===== src/rtl/rmfc_pkg.sv =====
// ----------------------------------------------------------------------------
// rmfc_pkg
// Shared types and constants of the half-duplex bus master frame controller.
// ----------------------------------------------------------------------------
package rmfc_pkg;

    localparam int unsigned BYTE_W = 8;

    // bus mode codes
    localparam logic [1:0] MODE_IDLE = 2'd0;
    localparam logic [1:0] MODE_RX   = 2'd1;
    localparam logic [1:0] MODE_TX   = 2'd2;

    // frame byte count at which the length byte has just been stored
    localparam int unsigned LEN_BYTE_COUNT = 2;

    // input word layout, lowest bit up
    localparam int unsigned IN_W  = 24;
    // output word layout, lowest bit up
    localparam int unsigned OUT_W = 24;

    typedef struct packed {
        logic accept;   // input word taken this cycle
        logic rd;       // read the next frame byte from the store
        logic advance;  // step to the next frame byte
    } ctrl_cmd_t;

    typedef struct packed {
        logic emit_now; // word being accepted completes a frame for this station
        logic last;     // result on the output is the final one of its poll
    } ctrl_status_t;

endpackage


===== src/rtl/rs485_master_frame_controller.sv =====
// One poll word in, then one result word out, or one per byte when the poll
// completes a frame addressed to this station. A single result is offered in
// the cycle after the poll is accepted. When a poll emits a frame, every byte
// is read from the frame store through its registered read port before it is
// shown. The next poll is taken only after the last result word of the
// current one has been accepted. station_address may be written only while
// no poll is in flight. frame_valid travels in m_tuser, the final result of a
// poll carries m_tlast.
// ----------------------------------------------------------------------------
// rs485_master_frame_controller
// Half-duplex bus master: idle/receive/transmit sequencing, frame capture
// with station address filtering, and byte-wise frame output.
// ----------------------------------------------------------------------------
module rs485_master_frame_controller #(
    parameter int unsigned FRAME_DEPTH = 64
) (
    input  logic        aclk,
    input  logic        aresetn,
    input  logic        cfg_we,
    input  logic [7:0]  cfg_wdata,   // station_address
    input  logic        s_tvalid,
    output logic        s_tready,
    // rx_valid, rx_byte[8], send_request, send_length[8], tx_complete, pad
    input  logic [23:0] s_tdata,
    output logic        m_tvalid,
    input  logic        m_tready,
    // driver_enable, start_tx, tx_length[8], rx_taken, frame_byte[8],
    // awaiting_reply, pad
    output logic [23:0] m_tdata,
    output logic [0:0]  m_tuser,     // frame_valid
    output logic        m_tlast      // frame_last
);

    rmfc_pkg::ctrl_cmd_t    cmd;
    rmfc_pkg::ctrl_status_t status;
    logic                   frame_valid;

    rmfc_ctrl u_ctrl (
        .aclk     (aclk),
        .aresetn  (aresetn),
        .s_tvalid (s_tvalid),
        .s_tready (s_tready),
        .m_tvalid (m_tvalid),
        .m_tready (m_tready),
        .status   (status),
        .cmd      (cmd)
    );

    rmfc_datapath #(
        .FRAME_DEPTH (FRAME_DEPTH)
    ) u_datapath (
        .aclk            (aclk),
        .aresetn         (aresetn),
        .cfg_we          (cfg_we),
        .cfg_wdata       (cfg_wdata),
        .in_word         (s_tdata),
        .out_word        (m_tdata),
        .out_frame_valid (frame_valid),
        .out_last        (m_tlast),
        .cmd             (cmd),
        .status          (status)
    );

    assign m_tuser = frame_valid;

endmodule


===== src/rtl/rmfc_ram.sv =====
// ----------------------------------------------------------------------------
// rmfc_ram
// Generic single-write, single-read RAM with registered read data.
// ----------------------------------------------------------------------------
module rmfc_ram #(
    parameter int unsigned WIDTH = 8,
    parameter int unsigned DEPTH = 64
) (
    input  logic                     aclk,
    input  logic                     we,
    input  logic [$clog2(DEPTH)-1:0] waddr,
    input  logic [WIDTH-1:0]         wdata,
    input  logic                     re,
    input  logic [$clog2(DEPTH)-1:0] raddr,
    output logic [WIDTH-1:0]         rdata
);

    logic [WIDTH-1:0] mem [DEPTH];
    logic [WIDTH-1:0] rdata_reg;

    always_ff @(posedge aclk) begin
        if (we) begin
            mem[waddr] <= wdata;
        end
        if (re) begin
            rdata_reg <= mem[raddr];
        end
    end

    assign rdata = rdata_reg;

endmodule


===== src/rtl/rmfc_ctrl.sv =====
// ----------------------------------------------------------------------------
// rmfc_ctrl
// Handshake sequencer: takes one poll word, then hands out its result words
// (one, or one per byte of an accepted frame) before taking the next poll.
// ----------------------------------------------------------------------------
module rmfc_ctrl (
    input  logic                  aclk,
    input  logic                  aresetn,
    input  logic                  s_tvalid,
    output logic                  s_tready,
    output logic                  m_tvalid,
    input  logic                  m_tready,
    input  rmfc_pkg::ctrl_status_t status,
    output rmfc_pkg::ctrl_cmd_t   cmd
);

    localparam logic [1:0] ST_IN    = 2'd0;
    localparam logic [1:0] ST_FETCH = 2'd1;
    localparam logic [1:0] ST_SHOW  = 2'd2;

    logic [1:0] state_reg, state_next;

    always_ff @(posedge aclk) begin
        if (!aresetn) begin
            state_reg <= ST_IN;
        end else begin
            state_reg <= state_next;
        end
    end

    always_comb begin
        state_next  = state_reg;
        s_tready    = 1'b0;
        m_tvalid    = 1'b0;
        cmd.accept  = 1'b0;
        cmd.rd      = 1'b0;
        cmd.advance = 1'b0;
        unique case (state_reg)
            ST_IN: begin
                s_tready = 1'b1;
                if (s_tvalid) begin
                    cmd.accept = 1'b1;
                    state_next = status.emit_now ? ST_FETCH : ST_SHOW;
                end
            end
            ST_FETCH: begin
                cmd.rd     = 1'b1;
                state_next = ST_SHOW;
            end
            ST_SHOW: begin
                m_tvalid = 1'b1;
                if (m_tready) begin
                    if (status.last) begin
                        state_next = ST_IN;
                    end else begin
                        cmd.advance = 1'b1;
                        state_next  = ST_FETCH;
                    end
                end
            end
            default: begin
                state_next = ST_IN;
            end
        endcase
    end

endmodule


===== src/rtl/rmfc_datapath.sv =====
// ----------------------------------------------------------------------------
// rmfc_datapath
// Bus mode, send/reply bookkeeping, frame store and result word registers.
// ----------------------------------------------------------------------------
module rmfc_datapath #(
    parameter int unsigned FRAME_DEPTH = 64
) (
    input  logic                          aclk,
    input  logic                          aresetn,
    input  logic                          cfg_we,
    input  logic [rmfc_pkg::BYTE_W-1:0]   cfg_wdata,
    input  logic [rmfc_pkg::IN_W-1:0]     in_word,
    output logic [rmfc_pkg::OUT_W-1:0]    out_word,
    output logic                          out_frame_valid,
    output logic                          out_last,
    input  rmfc_pkg::ctrl_cmd_t           cmd,
    output rmfc_pkg::ctrl_status_t        status
);

    localparam int unsigned AW = $clog2(FRAME_DEPTH);
    localparam int unsigned CW = $clog2(FRAME_DEPTH + 1);
    localparam int unsigned BW = rmfc_pkg::BYTE_W;

    // input word fields
    logic          rx_valid;
    logic [BW-1:0] rx_byte;
    logic          send_request;
    logic [BW-1:0] send_length;
    logic          tx_complete;

    assign rx_valid     = in_word[0];
    assign rx_byte      = in_word[8:1];
    assign send_request = in_word[9];
    assign send_length  = in_word[17:10];
    assign tx_complete  = in_word[18];

    logic [1:0]    mode_reg, mode_next;
    logic [CW-1:0] byte_count_reg, byte_count_next;
    logic [BW-1:0] exp_len_reg, exp_len_next;
    logic          send_pending_reg, send_pending_next;
    logic [BW-1:0] pending_len_reg, pending_len_next;
    logic          reply_awaited_reg, reply_awaited_next;
    logic [BW-1:0] station_addr_reg;
    logic [BW-1:0] first_byte_reg, first_byte_next;

    // result word registers
    logic          drv_en_reg, drv_en_next;
    logic          start_tx_reg, start_tx_next;
    logic [BW-1:0] tx_length_reg, tx_length_next;
    logic          rx_taken_reg, rx_taken_next;
    logic          frame_valid_reg, frame_valid_next;
    logic [AW-1:0] last_idx_reg, last_idx_next;
    logic [AW-1:0] emit_idx_reg;

    logic          store_we;
    logic [BW-1:0] store_rdata;
    logic [CW-1:0] cnt_inc;
    logic          frame_end;
    logic          addr_match;

    assign cnt_inc = byte_count_reg + CW'(1);

    always_comb begin
        mode_next          = mode_reg;
        byte_count_next    = byte_count_reg;
        exp_len_next       = exp_len_reg;
        send_pending_next  = send_pending_reg | send_request;
        pending_len_next   = send_request ? send_length : pending_len_reg;
        reply_awaited_next = reply_awaited_reg | send_request;
        first_byte_next    = first_byte_reg;
        start_tx_next      = 1'b0;
        tx_length_next     = '0;
        rx_taken_next      = 1'b0;
        frame_valid_next   = 1'b0;
        last_idx_next      = byte_count_reg[AW-1:0];
        store_we           = 1'b0;
        frame_end          = 1'b0;
        addr_match         = 1'b0;

        unique case (mode_reg)
            rmfc_pkg::MODE_RX: begin
                if (rx_valid) begin
                    rx_taken_next   = 1'b1;
                    store_we        = 1'b1;
                    byte_count_next = cnt_inc;
                    if (byte_count_reg == '0) begin
                        first_byte_next = rx_byte;
                    end
                    if (cnt_inc == CW'(rmfc_pkg::LEN_BYTE_COUNT)) begin
                        exp_len_next = rx_byte;
                    end
                    frame_end  = (BW'(cnt_inc) == exp_len_next) ||
                                 (cnt_inc >= CW'(FRAME_DEPTH));
                    addr_match = ((byte_count_reg == '0) ? rx_byte : first_byte_reg)
                                 == station_addr_reg;
                    if (frame_end) begin
                        if (addr_match) begin
                            frame_valid_next   = 1'b1;
                            reply_awaited_next = 1'b0;
                        end
                        byte_count_next = '0;
                        mode_next       = rmfc_pkg::MODE_IDLE;
                    end
                end
            end
            rmfc_pkg::MODE_TX: begin
                if (tx_complete && !send_pending_next) begin
                    mode_next = rmfc_pkg::MODE_IDLE;
                end
            end
            default: begin
                mode_next = rmfc_pkg::MODE_IDLE;
                if (rx_valid) begin
                    mode_next    = rmfc_pkg::MODE_RX;
                    exp_len_next = BW'(FRAME_DEPTH);
                end
                // pending send wins over a waiting byte
                if (send_pending_next) begin
                    start_tx_next     = 1'b1;
                    tx_length_next    = pending_len_next;
                    send_pending_next = 1'b0;
                    mode_next         = rmfc_pkg::MODE_TX;
                end
            end
        endcase

        drv_en_next = (mode_next == rmfc_pkg::MODE_TX);
    end

    always_ff @(posedge aclk) begin
        if (!aresetn) begin
            mode_reg          <= rmfc_pkg::MODE_IDLE;
            byte_count_reg    <= '0;
            exp_len_reg       <= BW'(FRAME_DEPTH);
            send_pending_reg  <= 1'b0;
            pending_len_reg   <= '0;
            reply_awaited_reg <= 1'b0;
            station_addr_reg  <= '0;
            frame_valid_reg   <= 1'b0;
            emit_idx_reg      <= '0;
        end else begin
            if (cfg_we) begin
                station_addr_reg <= cfg_wdata;
            end
            if (cmd.accept) begin
                mode_reg          <= mode_next;
                byte_count_reg    <= byte_count_next;
                exp_len_reg       <= exp_len_next;
                send_pending_reg  <= send_pending_next;
                pending_len_reg   <= pending_len_next;
                reply_awaited_reg <= reply_awaited_next;
                frame_valid_reg   <= frame_valid_next;
                emit_idx_reg      <= '0;
            end else if (cmd.advance) begin
                emit_idx_reg <= emit_idx_reg + AW'(1);
            end
        end
    end

    // payload registers
    always_ff @(posedge aclk) begin
        if (cmd.accept) begin
            first_byte_reg <= first_byte_next;
            drv_en_reg     <= drv_en_next;
            start_tx_reg   <= start_tx_next;
            tx_length_reg  <= tx_length_next;
            rx_taken_reg   <= rx_taken_next;
            last_idx_reg   <= last_idx_next;
        end
    end

    rmfc_ram #(
        .WIDTH (BW),
        .DEPTH (FRAME_DEPTH)
    ) u_store (
        .aclk  (aclk),
        .we    (cmd.accept && store_we),
        .waddr (byte_count_reg[AW-1:0]),
        .wdata (rx_byte),
        .re    (cmd.rd),
        .raddr (emit_idx_reg),
        .rdata (store_rdata)
    );

    assign status.emit_now = frame_valid_next;
    assign status.last     = !frame_valid_reg || (emit_idx_reg == last_idx_reg);

    assign out_frame_valid = frame_valid_reg;
    assign out_last        = status.last;
    assign out_word = {4'b0000,
                       reply_awaited_reg,
                       frame_valid_reg ? store_rdata : '0,
                       rx_taken_reg,
                       tx_length_reg,
                       start_tx_reg,
                       drv_en_reg};

endmodule

===== config.mk =====
export PLATFORM = sky130hd
export DESIGN_NAME = rs485_master_frame_controller
export DESIGN_NICKNAME = d
export VERILOG_FILES = /design/src/rtl/rmfc_pkg.sv /design/src/rtl/rs485_master_frame_controller.sv /design/src/rtl/rmfc_ram.sv /design/src/rtl/rmfc_ctrl.sv /design/src/rtl/rmfc_datapath.sv
export SDC_FILE = /design/constraint.sdc
export NUM_CORES = 1
export LEC_CHECK = 0
export BUFFER_PORTS_ARGS = -buffer_cell sky130_fd_sc_hd__buf_2
export CAP_MARGIN = 15
export CORE_MARGIN = 3
export CORE_UTILIZATION = 35
export DETAILED_ROUTE_END_ITERATION = 10
export MAX_ROUTING_LAYER = met4
export PLACE_DENSITY_LB_ADDON = 0.25
export SETUP_SLACK_MARGIN = 0.5
export SLEW_MARGIN = 15
export SYNTH_ARGS = -nofsm -noshare
export SYNTH_HDL_FRONTEND = slang
export SYNTH_SLANG_ARGS = --single-unit

===== constraint.sdc =====
create_clock -name aclk -period 7.05 [get_ports aclk]
set_input_delay 0.3525 -clock aclk [delete_from_list [all_inputs] [get_ports aclk]]
set_output_delay 0.3525 -clock aclk [all_outputs]
set_load 0.02 [all_outputs]

==> results of run 1 <==
-- worst max path at each step --
stage | endpoint | slack [ns] | from
floorplan | u_datapath.drv_en_reg | 3.76 | u_datapath.byte_count_reg[1]
detailed placement | u_datapath.drv_en_reg | 2.87 | u_datapath.byte_count_reg[2]
global placement | u_datapath.drv_en_reg | 2.86 | u_datapath.byte_count_reg[2]
CTS | u_datapath.drv_en_reg | 2.83 | u_datapath.byte_count_reg[2]
finish | u_datapath.drv_en_reg | 2.77 | u_datapath.byte_count_reg[2]
global route | u_datapath.drv_en_reg | 2.47 | u_datapath.byte_count_reg[2]
-- worst max-delay path, delay by kind of cell (launching register included) --
| family | cells | cell delay, ns |
|---|---|---|
| simple gates | 3 | 1.53 |
| compound gates | 5 | 1.42 |
| flops | 1 | 0.65 |
| mux | 1 | 0.39 |
-- final cells by class --
| class | instances | area (um2) | area share |
|---|---|---|---|
| Sequential cell | 589 | 17300 | 0.642 |
| Multi-Input combinational cell | 510 | 5870 | 0.218 |
| Clock buffer | 83 | 1750 | 0.0651 |
| Tap cell | 864 | 1080 | 0.0402 |
| Timing Repair Buffer | 85 | 566 | 0.0210 |
| Clock inverter | 28 | 313 | 0.0116 |
| Inverter | 13 | 48.8 | 0.00181 |
| Antenna cell | 2 | 5.00 | 0.000186 |
-- report_power, final --
group / leakage (nW) / total [mW] / internal (mW) / switching [mW]
logic: 2.01 / 0.161 / 0.0487 / 0.112
registers: 5.27 / 3.84 / 3.83 / 0.0103
clock network: 1.02 / 3.29 / 1.98 / 1.31
total: 8.30 / 7.29 / 5.86 / 1.43
-- synth_stat cells (8+ instances only) --
master / instances
sky130_fd_sc_hd__edfxtp_1: 545
sky130_fd_sc_hd__mux4_2: 168
sky130_fd_sc_hd__nor2_1: 93
sky130_fd_sc_hd__dfxtp_1: 44
sky130_fd_sc_hd__clkbuf_1: 42
sky130_fd_sc_hd__nand2_1: 37
sky130_fd_sc_hd__mux2i_1: 21
sky130_fd_sc_hd__nor2b_1: 20
sky130_fd_sc_hd__buf_1: 16
sky130_fd_sc_hd__nand3_1: 16
sky130_fd_sc_hd__or3_1: 16
sky130_fd_sc_hd__xnor2_1: 15
sky130_fd_sc_hd__a21boi_0: 14
sky130_fd_sc_hd__inv_1: 13
sky130_fd_sc_hd__xor2_1: 12
sky130_fd_sc_hd__and2_1: 10
sky130_fd_sc_hd__o21ai_0: 9
sky130_fd_sc_hd__buf_4: 8
-- metal layers --
layer,wire length [um],global-route usage,up-vias
li1,-,-,4941
met3,3120,0.0318,67
met5,0,-,-
met1,24300,0.219,6001
met2,25600,0.246,333
met4,1020,0.0456,0
-- logic make-up (layout without fill, tap and decap cells) --
family,Yosys count,count (layout),synth area share
muxes,198,198,0.175
AOI/OAI and AO/OA,57,57,0.0171
adders and majority gates,6,6,0.00320
buffers and inverters,84,209,0.0158
other,1,6,0.000160
xor gates and xnor gates,27,27,0.0101
DFF,589,589,0.735
and+or+nand+nor,218,218,0.0443
-- per-stage QoR --
step                      worst slack, ns  instances  utilization
final                                2.77       2174        0.407
after global routing                 2.47       2174        0.407
after CTS                            2.83       2172        0.407
after detailed placement             2.87       2045        0.373
after global placement               2.86       2045        0.373
after floorplan                      3.76       1183            -
==> impl_metrics.yaml, run 1 <==
worst_setup_path:
  cpPeakStageDelay_ns: 0.69
  r2r_slack_ns: 2.77
  r2r_cells: 9
  timing.critical_path.cells: "nand3_1, o2bb2ai_1, nand4_1, mux2_2, a22o_1, nor4_1, a21oi_1, a31oi_1, o31ai_1"
  critPathCaptureType: "flop"
  path_class: "flop to flop"
  rr_startpoint: "u_datapath.byte_count_reg[2]"
  setup_crit_start_kind: "flop"
  reg2reg_to: "u_datapath.drv_en_reg"
  critical_path.max_fanout: 18
  worst-endpoint-required_ns: 7.39
  cell_type_of_the_slowest_stage_on_the_worst_timing_path: "sky130_fd_sc_hd__nand3_1"
  crit_arrival_ns: 4.62
power_and_ir_drop:
  vdd.ir_drop.worst_v: 0.000191
  power.leakage_nw: 8.30
  p_total_mw: 7.29
  power-per-cell-area_nw_per_um2: 271
global_routing:
  grt_first_pass_wirelength_mm: 79.7
  largest_net_degree_at_the_start_of_global_routing: 91
  grt_pass1_vias: 11842
  global_route.usage.total: 0.160
  final_global_route_overflow_total: 0
  grt_antenna_before_repair: 3
detailed_routing:
  detailedRoute.firstPassIterationCount: 5
  avgRoutedWirePerCell_um: 24.8
  drt_wl_total_mm: 54.0
  drt_first_iter_violations: 943
  postRouteAntennaNets: 0
  route.vias.total: 11342
  drcViolationCount: 0
  route.detailed.vias_per_inst: 5.22
hold_path:
  hold_class: "primary input to flop"
  hold_start: "m_tready"
  hold_depth: 3
  holdPathEnd: "u_ctrl.state_reg[1]"
floorplanning:
  dieWidth_um: 265
  initial_core_utilization: 0.355
  pin_count: 65
  fp-row-count: 94
  core_um2: 66100
  die_area_um2: 70200
  floorplan.die.height_um: 265
timing:
  post-route-period-util: 0.607
  holdWs_ns: 0.0459
  timing.final.setup_violations: 0
  final_max_slew_viol_count: 0
  max_slew_margin: 0.209
  final_hold_viol_count: 0
  post-route-min-period_ns: 4.28
  worstMarginPinSlew_ns: 1.18
  fin_setup_tns_ns: 0
  setup_repair_after_global_routing_missed_its_margin: "no"
  timing.clock.skew_ns: 0.0299
  achievable-frequency_mhz: 234
finish:
  design_area_um2: 26900
  most-common-layout-cells: "sky130_fd_sc_hd__edfxtp_1 (545), sky130_fd_sc_hd__mux4_2 (168), sky130_fd_sc_hd__nor2_1 (93), sky130_fd_sc_hd__clkbuf_16 (63), sky130_fd_sc_hd__buf_2 (55)"
  area_growth_pct: 14.5
  registers.top_by_ff_count: "u_datapath.u_store.mem"
  final_layout_size_suffix_gt1_frac: 0.266
  num-nets-final: 1303
  n_fill_cell: 5888
  commonest_non_fill_non_tap_cell_in_the_layout: "sky130_fd_sc_hd__edfxtp_1"
  largest_reg_flops: 512
cts:
  number_of_buffers_created_by_cts: 61
  cts_tree: "built"
  clkTransAtPathRegs_ns: 0.06
  clk-insertion-delay-late_ns: 0.64
  holdBufCountCts: 16
  htreeDepth: 2
  number_of_sinks_on_the_clock_net: 589
  cts.root.buffer_cell: "sky130_fd_sc_hd__clkbuf_16"
  cts.repair.resized: 0
  clock_tree.buffer_depth: 3
  post_cts.repair.setup_buffers: 0
synth:
  ys_dominant_reg_cell: "sky130_fd_sc_hd__edfxtp_1"
  synth.avg_cell_area_um2: 19.9
  synthTopCellsByArea: "sky130_fd_sc_hd__edfxtp_1 (70%), sky130_fd_sc_hd__mux4_2 (16%), sky130_fd_sc_hd__dfxtp_1 (3.8%)"
  synth-seq-cells: 589
  synth.largest_area_cell: "sky130_fd_sc_hd__edfxtp_1"
  synth-seq-area-share: 0.735
  synth_area_um2: 23500
  synthesis.instances: 1180
  yosys.area.top_type_share: 0.697
  synth-edff-count: 545
  async_flop_share: 0
  yosysWarningCount: 0
  netlist-cell-type-count: 54
placement:
  port-buffer-count: 55
  placed_cell_area_um2: 24700
  dpl.hpwl_mm: 32.0
  final_weighted_congestion_of_routability_driven_global_placement: 0.778
job:
  timing.max_cap.violations: 0
run_status:
  outcome: "complete, no violations"
Power figures use the tool's default switching activity.
==> inputs of run 2 (changes only) <==
==> constraint.sdc (replaced) <==
create_clock -name aclk -period 4.15 [get_ports aclk]
set_input_delay 0.2075 -clock aclk [delete_from_list [all_inputs] [get_ports aclk]]
set_output_delay 0.2075 -clock aclk [all_outputs]
set_load 0.02 [all_outputs]
==> run 2 against run 1 <==
  * Register-to-register slack worse by 2.1 ns
  * Via count grew 2.0%
  * Routed wire length grew 2.5%
  * Flip-flop and latch count did not move
  * Critical path type unchanged
  * Global-route usage rose by 0.46 points
  * Worst setup slack worse by 2.1 ns
  * Clock power grew 70%
  * Final area rose by 0.87%
  * Total power grew 70%
  * Combinational power is 77% higher
  * Sequential power up 70%
  * Clock skew barely moved
==> impl_metrics.yaml, run 2 (same netlist as run 1, synthesis figures left out) <==
global_routing:
  gr-usage-met3: 0.0329
  grt_first_pass_wirelength_mm: 81.6
  grt_antenna_before_repair: 3
  grt.busiest_layer: "met2"
  global_route.usage.total: 0.165
  final_global_route_overflow_total: 0
  global_route.usage.met1: 0.232
  grt_pass1_vias: 11736
  largest_net_degree_at_the_start_of_global_routing: 67
  met2_global_route_usage: 0.247
cts:
  number_of_sinks_on_the_clock_net: 589
  clk-insertion-delay-late_ns: 0.60
  htreeDepth: 3
  number_of_buffers_created_by_cts: 66
  cts.root.buffer_cell: "sky130_fd_sc_hd__clkbuf_16"
  clock_tree.buffer_depth: 3
  clkTransAtPathRegs_ns: 0.06
  cts_tree: "built"
finish:
  n_fill_cell: 5903
  num-nets-final: 1331
  largest_reg_flops: 512
  registers.top_by_ff_count: "u_datapath.u_store.mem"
  design_area_um2: 27100
  area_growth_pct: 15.5
  final_layout_size_suffix_gt1_frac: 0.278
  multi_input_comb_area_um2: 5890
  commonest_non_fill_non_tap_cell_in_the_layout: "sky130_fd_sc_hd__edfxtp_1"
  sequential_cell_area_um2: 17300
  most-common-layout-cells: "sky130_fd_sc_hd__edfxtp_1 (545), sky130_fd_sc_hd__mux4_2 (168), sky130_fd_sc_hd__nor2_1 (93), sky130_fd_sc_hd__clkbuf_16 (69), sky130_fd_sc_hd__buf_2 (55)"
detailed_routing:
  detailedRoute.firstPassIterationCount: 5
  avgRoutedWirePerCell_um: 25.1
  drt_first_iter_violations: 1067
  route.vias.total: 11568
  route.detailed.vias_per_inst: 5.26
  drcViolationCount: 0
  drt_wl_total_mm: 55.4
  postRouteAntennaNets: 0
timing:
  post-route-min-period_ns: 3.51
  setup_repair_after_global_routing_missed_its_margin: "no"
  holdWs_ns: 0.0542
  post-route-period-util: 0.845
  timing.clock.skew_ns: 0.0297
  timing.final.setup_violations: 0
  final_hold_viol_count: 0
  max_slew_margin: 0.295
  achievable-frequency_mhz: 285
  worstMarginPinSlew_ns: 1.05
  fin_setup_tns_ns: 0
  final_max_slew_viol_count: 0
floorplanning:
  dieWidth_um: 265
  die_area_um2: 70200
  initial_core_utilization: 0.355
  fp-row-count: 94
  floorplan.die.height_um: 265
  pin_count: 65
  core_um2: 66100
worst_setup_path:
  timing.critical_path.cells: "ha_2, nand3_1, or3_1, nand4_1, mux2_2, a22o_1, nor4_2, a21oi_2, a31oi_1, o31ai_1"
  worst-endpoint-required_ns: 4.47
  setup_crit_start_kind: "flop"
  critical_path.max_fanout: 10
  critPathCaptureType: "flop"
  crit_arrival_ns: 3.82
  r2r_slack_ns: 0.64
  cell_type_of_the_slowest_stage_on_the_worst_timing_path: "sky130_fd_sc_hd__dfxtp_1"
  path_class: "flop to flop"
  cpPeakStageDelay_ns: 0.49
placement:
  port-buffer-count: 55
  placed_cell_area_um2: 24800
  final_weighted_congestion_of_routability_driven_global_placement: 0.803
  dpl.hpwl_mm: 34.6
power_and_ir_drop:
  power.leakage_nw: 8.42
  p_total_mw: 12.4
  vdd.ir_drop.worst_v: 0.000297
  power-per-cell-area_nw_per_um2: 457
run_status:
  outcome: "complete, no violations"
hold_path:
  hold_class: "primary input to flop"
job:
  timing.max_cap.violations: 0
## run 2: cell types whose count changed in the layout (fill, tap and decap cells not counted), moves of 2 or more
cell / previous run / this run
sky130_fd_sc_hd__buf_4: 12 / 28
sky130_fd_sc_hd__dlygate4sd3_1: 16 / 20
sky130_fd_sc_hd__clkbuf_16: 63 / 69
sky130_fd_sc_hd__inv_6: 1 / 4
sky130_fd_sc_hd__clkbuf_8: 10 / 4
sky130_fd_sc_hd__buf_12: 2 / 5
sky130_fd_sc_hd__clkbuf_1: 10 / 12
sky130_fd_sc_hd__bufinv_16: 7 / 3
sky130_fd_sc_hd__clkinv_1: 7 / 10
## run 2: worst paths after layout
| path | cells after the start | endpoint | from |
|---|---|---|---|
| max | 10 | u_datapath.drv_en_reg | u_datapath.byte_count_reg[1] |
| min | 3 | u_datapath.station_addr_reg[4] | cfg_we |
| max reg2reg | 10 | u_datapath.drv_en_reg | u_datapath.byte_count_reg[1] |
| min reg2reg | 2 | u_datapath.pending_len_reg[1] | u_datapath.pending_len_reg[1] |
## run 2: where the power goes
part	total [mW]	internal, mW	switching [mW]
sequential	6.52	6.50	0.0132
clock	5.59	3.29	2.30
combinational	0.285	0.0876	0.198
total	12.4	9.89	2.51
## run 2: timing repair
item	CTS	global route
resized for setup	1	3
endpoints found under the hold margin	34	0
hold buffers	20	0
setup buffers	0	0
setup endpoints to repair	1	6
## run 2: per-stage QoR
stage	utilization	std cells	setup WS (ns)
after floorplan	-	1183	0.865
after global placement	0.376	2064	0.521
after detailed placement	0.376	2064	0.527
after CTS	0.410	2199	0.512
after global routing	0.410	2200	0.491
final	0.410	2201	0.645
## run 2: cell type report
| class | instances | share of cell area |
|---|---|---|
| diodes | 2 | 0.000185 |
| clock buffers | 85 | 0.0673 |
| clock inverters | 30 | 0.00863 |
| inverters | 13 | 0.00180 |
| multi-input cells | 510 | 0.217 |
| flip-flops and latches | 589 | 0.636 |
| well taps | 864 | 0.0399 |
| repair buffers | 108 | 0.0290 |
## run 2: routing by layer
layer,wire length (um),vias up,part of all wire
met3,3210,66,0.058
met1,25400,6140,0.46
met5,0,-,0
met4,990,0,0.018
li1,-,5007,-
met2,25800,355,0.47
## run 2: critical path, delay by kind of cell, from the launching register on
kind                     cells  cell delay [ns]
AO/OA/AOI/OAI                4             0.90
adder cells (fa/ha/maj)      1             0.32
flip-flops                   1             0.49
multiplexers                 1             0.34
AND/OR/NAND/NOR              4             1.16
